## src/rtl/core/cbl_pkg.sv

```systemverilog
// shared types, register codes and reset values of the colour blob locator
package cbl_pkg;

  localparam int PIX_W      = 8;
  localparam int OFF_W      = 17;
  localparam int SIZE_W     = 16;
  localparam int DIMCFG_W   = 11;
  localparam int CFG_IDX_W  = 3;
  localparam int CFG_DATA_W = 16;
  localparam int OFFSET_LIMIT = 65535;

  // configuration register indexes
  localparam logic [CFG_IDX_W-1:0] CFG_FRAME_WIDTH   = 3'd0;
  localparam logic [CFG_IDX_W-1:0] CFG_FRAME_HEIGHT  = 3'd1;
  localparam logic [CFG_IDX_W-1:0] CFG_DARK_LIMIT    = 3'd2;
  localparam logic [CFG_IDX_W-1:0] CFG_BRIGHT_LIMIT  = 3'd3;
  localparam logic [CFG_IDX_W-1:0] CFG_TABLE_LENGTH  = 3'd4;
  localparam logic [CFG_IDX_W-1:0] CFG_TABLE_BREADTH = 3'd5;

  // register reset values
  localparam logic [DIMCFG_W-1:0] RST_FRAME_WIDTH   = 11'd640;
  localparam logic [DIMCFG_W-1:0] RST_FRAME_HEIGHT  = 11'd480;
  localparam logic [PIX_W-1:0]    RST_DARK_LIMIT    = 8'd20;
  localparam logic [PIX_W-1:0]    RST_BRIGHT_LIMIT  = 8'd200;
  localparam logic [SIZE_W-1:0]   RST_TABLE_LENGTH  = 16'd1000;
  localparam logic [SIZE_W-1:0]   RST_TABLE_BREADTH = 16'd1000;

  typedef enum logic [2:0] {
    ST_IDLE,
    ST_READ,
    ST_MED,
    ST_UPD,
    ST_DILATE,
    ST_MUL,
    ST_DIV,
    ST_LOAD
  } cbl_state_e;

  typedef enum logic {
    AXIS_X,
    AXIS_Y
  } cbl_axis_e;

  typedef struct packed {
    logic      accept;
    logic      sweep_first;
    logic      sweep_next;
    logic      tap_step;
    logic      med_step;
    logic      upd;
    logic      dilate;
    logic      mul;
    logic      div_step;
    logic      store;
    cbl_axis_e axis;
    logic      load;
  } cbl_cmd_t;

  typedef struct packed {
    logic row_end;
    logic frame_end;
    logic row_pos;
    logic tap_last;
    logic med_last;
    logic col_last;
    logic div_last;
    logic out_free;
  } cbl_status_t;

endpackage

```

## src/rtl/core/cbl_ctrl.sv

```systemverilog
// sequencing state machine of the colour blob locator
module cbl_ctrl (
  input  logic                 clk_i,
  input  logic                 rst_ni,
  input  logic                 in_valid_i,
  output logic                 in_ready_o,
  input  cbl_pkg::cbl_status_t status_i,
  output cbl_pkg::cbl_cmd_t    cmd_o
);

  cbl_pkg::cbl_state_e state_q, state_d;
  cbl_pkg::cbl_axis_e  axis_q, axis_d;
  logic                final_q, final_d;
  logic                second_q, second_d;

  always_ff @(posedge clk_i or negedge rst_ni) begin
    if (!rst_ni) begin
      state_q  <= cbl_pkg::ST_IDLE;
      axis_q   <= cbl_pkg::AXIS_X;
      final_q  <= 1'b0;
      second_q <= 1'b0;
    end else begin
      state_q  <= state_d;
      axis_q   <= axis_d;
      final_q  <= final_d;
      second_q <= second_d;
    end
  end

  always_comb begin
    state_d    = state_q;
    axis_d     = axis_q;
    final_d    = final_q;
    second_d   = second_q;
    cmd_o      = '0;
    cmd_o.axis = axis_q;
    in_ready_o = 1'b0;
    unique case (state_q)
      cbl_pkg::ST_IDLE: begin
        in_ready_o = 1'b1;
        if (in_valid_i) begin
          cmd_o.accept = 1'b1;
          // a finished row lets the row above it be filtered
          if (status_i.row_end && status_i.row_pos) begin
            cmd_o.sweep_first = 1'b1;
            final_d  = status_i.frame_end;
            second_d = 1'b0;
            state_d  = cbl_pkg::ST_READ;
          end
        end
      end
      cbl_pkg::ST_READ: begin
        cmd_o.tap_step = 1'b1;
        if (status_i.tap_last) state_d = cbl_pkg::ST_MED;
      end
      cbl_pkg::ST_MED: begin
        cmd_o.med_step = 1'b1;
        if (status_i.med_last) state_d = cbl_pkg::ST_UPD;
      end
      cbl_pkg::ST_UPD: begin
        cmd_o.upd = 1'b1;
        if (!status_i.col_last) begin
          state_d = cbl_pkg::ST_READ;
        end else if (final_q && !second_q) begin
          // bottom row still to filter, with the border replicated
          cmd_o.sweep_next = 1'b1;
          second_d = 1'b1;
          state_d  = cbl_pkg::ST_READ;
        end else if (final_q) begin
          state_d = cbl_pkg::ST_DILATE;
        end else begin
          state_d = cbl_pkg::ST_IDLE;
        end
      end
      cbl_pkg::ST_DILATE: begin
        cmd_o.dilate = 1'b1;
        axis_d  = cbl_pkg::AXIS_X;
        state_d = cbl_pkg::ST_MUL;
      end
      cbl_pkg::ST_MUL: begin
        cmd_o.mul = 1'b1;
        state_d   = cbl_pkg::ST_DIV;
      end
      cbl_pkg::ST_DIV: begin
        cmd_o.div_step = 1'b1;
        if (status_i.div_last) begin
          cmd_o.store = 1'b1;
          if (axis_q == cbl_pkg::AXIS_X) begin
            axis_d  = cbl_pkg::AXIS_Y;
            state_d = cbl_pkg::ST_MUL;
          end else begin
            state_d = cbl_pkg::ST_LOAD;
          end
        end
      end
      cbl_pkg::ST_LOAD: begin
        if (status_i.out_free) begin
          cmd_o.load = 1'b1;
          final_d    = 1'b0;
          state_d    = cbl_pkg::ST_IDLE;
        end
      end
      default: state_d = cbl_pkg::ST_IDLE;
    endcase
  end

endmodule

```

## config.mk

```make
export PLATFORM = sky130hd
export DESIGN_NAME = cbl_ctrl
export DESIGN_NICKNAME = d
export VERILOG_FILES = /design/src/rtl/core/cbl_pkg.sv /design/src/rtl/core/cbl_ctrl.sv
export SDC_FILE = /design/constraint.sdc
export NUM_CORES = 1
export LEC_CHECK = 0
export BUFFER_PORTS_ARGS = -buffer_cell sky130_fd_sc_hd__buf_4
export CORE_AREA = 5 5 42 44
export DETAILED_ROUTE_END_ITERATION = 12
export DIE_AREA = 0 0 47 49
export PLACE_DENSITY = 0.65
export SLEW_MARGIN = 20
export SYNTH_ARGS = -nofsm -noshare
export SYNTH_HDL_FRONTEND = slang
export SYNTH_SLANG_ARGS = --single-unit
```

## constraint.sdc

```tcl
create_clock -name clk_i -period 2 [get_ports clk_i]
set_clock_uncertainty 0.1 [all_clocks]
set_input_delay 0.3 -clock clk_i [delete_from_list [all_inputs] [get_ports clk_i]]
set_output_delay 0.3 -clock clk_i [all_outputs]
set_load 0.01 [all_outputs]
```

==> run summary <==
=================================================================================
Result of the run .................................................. complete, no violations
Number of vias after detailed routing ..............................          471
Final Instance Count excl. Fillers .................................           97
Total negative slack for setup checks ..............................         0 ns
Setup fix buffers added after clock tree synthesis .................            0
Maximum clock frequency ............................................    0.532 GHz
Post-Place Cells ...................................................           93
Number of enable-type register cells in the synthesized netlist ....            0
Leakage power of the design ........................................  0.000340 uW
Residual DRC .......................................................            0
End-of-flow core utilization .......................................        48.8%
PostCTS Resize Cnt .................................................            0
Data required time at the worst endpoint ...........................      1.60 ns
Register clock-pin slew on the reported worst setup and hold paths .      0.04 ns
Avg Synthesized Cell Area ..........................................    8.34 um^2
Area of combinational cells with multiple inputs ...................     270 um^2
Count of buffers from port buffering ...............................           23
Area of the core region ............................................ 0.00140 mm^2
Depth of the CTS H-tree ............................................            1
DP Wirelength ......................................................       898 um
Register area ......................................................     150 um^2
Worst hold slack after final layout ................................     0.264 ns
First-pass GRT wire length .........................................      1690 um
Final-layout fill cell count .......................................          148
Fin crit period ....................................................      1.88 ns
Post-route clock period utilization ................................        93.9%
Pin count of the biggest net entering global routing ...............           14
Starting DRC count in detailed routing .............................            7
Average vias per placed instance ...................................         4.86
Number of synthesis warnings .......................................            0
Antenna diode count ................................................            0
CTS sink count .....................................................            6
Root cell of the clock tree ........................................ sky130_fd_sc_hd__clkbuf_4
Sequential cell area fraction in the yosys report ..................        31.6%
Number of antenna-violating nets in the routed design ..............            0
Max transition margin ..............................................        75.1%
Worst Path Max Fanout ..............................................            3
Number of failing setup endpoints in the final timing report .......            0
Gate count after technology mapping ................................           57
Maximum clock path buffer count ....................................            2
Max-slew violation count ...........................................            0
I/O pin total ......................................................           24
Largest voltage drop on the vdd net ................................     0.652 mV
TritonCTS clock tree ...............................................         done
Critical path data arrival time ....................................      1.48 ns
Global route overflow ..............................................            0
Class of the tightest hold or removal check ........................       in2reg
Die ar. ............................................................ 0.00230 mm^2
Final Routed Wirelength ............................................      1080 um
Post-synth net total ...............................................           68
Setup crit end kind ................................................ primary output
Count of unique library cells instantiated by Yosys ................           30
Number of antenna violations at the first check in global routing ..            0
Worst Path Class, Setup ............................................      reg2out
Initial core utilization ...........................................        33.9%
Placement row count ................................................           14
Top flip-flop cell by instance count after synthesis ............... sky130_fd_sc_hd__dfrtp_1
Count of final hold-check violations ...............................            0
Synthesized cell area ..............................................     475 um^2
Number of buffers added by the clock tree synthesis step ...........            3
Final #Nets ........................................................           94
Slew of the pin with the lowest slew margin ........................     0.373 ns
Max-capacitance violation count ....................................            0
Fraction of final layout cells sized beyond drive strength 1 .......        45.7%
Gp weighted congestion .............................................        0.732
Number of buffers added to fix hold violations after cts ...........            1
Overall Global Routing Usage .......................................        9.92%
Die span in x ......................................................        47 um
DR WL/cell .........................................................      11.1 um
Synth Register Bits ................................................            6
Via count of the first global-routing pass .........................          425
Cell Pwr Density ................................................... 1410 mW/mm^2
Die outline height .................................................        49 um
Clock network latency to the later pin of the worst-skew pair ......      0.24 ns
First-pass DRT Iterations ..........................................            4
RSZ-0062 raised after global routing ...............................        false
Layout overhead on the synthesized area ............................        43.7%
Type of element launching the critical path ........................    flip-flop
Share of flip-flops with an asynchronous set or reset ..............         100%
=================================================================================
through the flow:
stage	cell area (um^2)	worst slack, ns	power [uW]
finish	683	0.121	965
global route	683	0.0728	1040
CTS	683	0.111	980
detailed placement	651	0.378	867
global placement	651	0.385	864
floorplan	475	0.445	671
sequential cells by signal (all words and copies together), names as in the netlist:
name / flops
state_q: 3
second_q: 1
axis_q: 1
final_q: 1
cell usage after synthesis (2+ instances only):
| cell type | number | area share (%) |
|---|---|---|
| sky130_fd_sc_hd__nand2_1 | 7 | 5.5 |
| sky130_fd_sc_hd__dfrtp_1 | 6 | 32 |
| sky130_fd_sc_hd__nor2_1 | 6 | 4.7 |
| sky130_fd_sc_hd__buf_4 | 4 | 6.3 |
| sky130_fd_sc_hd__inv_1 | 3 | 2.4 |
| sky130_fd_sc_hd__and2_1 | 2 | 2.6 |
| sky130_fd_sc_hd__buf_2 | 2 | 2.1 |
| sky130_fd_sc_hd__nand2b_1 | 2 | 2.6 |
| sky130_fd_sc_hd__nor2b_1 | 2 | 2.6 |
| sky130_fd_sc_hd__nor3_1 | 2 | 2.1 |
| sky130_fd_sc_hd__o32a_1 | 2 | 4.2 |
final timing paths:
| kind | start | to | slack [ns] | cells after the start |
|---|---|---|---|---|
| worst max register to register | state_q[2] | state_q[1] | 0.46 | 5 |
| worst min-delay path | status_i[2] | state_q[2] | 0.26 | 3 |
| worst max-delay path | state_q[0] | cmd_o[10] | 0.12 | 5 |
| max in group asynchronous | rst_ni | second_q | 1.40 | 2 |
| worst min register to register | axis_q | axis_q | 0.40 | 1 |
| min in group asynchronous | rst_ni | axis_q | 0.29 | 2 |
power breakdown:
part           total (uW)  internal [uW]  switching, uW  leakage (uW)
Sequential            217            182           35.1     0.0000751
Clock                 106           67.5           38.4     0.0000138
Combinational         642            312            330      0.000251
worst max-delay path: stages (launching register included):
cell and delay [ns]:
sky130_fd_sc_hd__dfrtp_1 0.37, sky130_fd_sc_hd__or3_4 0.41, sky130_fd_sc_hd__inv_2 0.07, sky130_fd_sc_hd__and2_4 0.13
sky130_fd_sc_hd__and2b_4 0.15, sky130_fd_sc_hd__buf_4 0.11
per-layer routing:
layer	up-vias	GRT usage, %	share of wire (%)
met3	2	2.58	5.6
met1	212	11.0	39
li1	246	-	-
met5	-	0	0
met2	11	16.3	54
met4	0	5.53	1.6
kinds of logic after synthesis:
| family | share of synthesized area [%] |
|---|---|
| buf+inv | 11.6 |
| compound gates | 20.0 |
| simple gates | 36.8 |
| flops | 31.6 |
cell type report:
type	instances	area share, %
multi-input cells	41	39.6
flip-flops and latches	6	22.0
repair buffers	27	30.0
well taps	16	2.93
inverters	4	2.20
clock buffers	3	3.30
layout by cell type, fill, tap and decap left out, types with 2 or more instances in the layout:
cell type | netlist | routed
sky130_fd_sc_hd__buf_4 | 4 | 26
sky130_fd_sc_hd__nand2_1 | 7 | 7
sky130_fd_sc_hd__nor2_1 | 6 | 6
sky130_fd_sc_hd__dfrtp_1 | 6 | 6
sky130_fd_sc_hd__inv_1 | 3 | 3
sky130_fd_sc_hd__clkbuf_4 | 0 | 3
sky130_fd_sc_hd__nand2b_1 | 2 | 2
sky130_fd_sc_hd__and2_1 | 2 | 2
sky130_fd_sc_hd__nor3_1 | 2 | 2
sky130_fd_sc_hd__o32a_1 | 2 | 2
sky130_fd_sc_hd__nor2b_1 | 2 | 2
No activity file was read; power rests on OpenSTA's default activity.
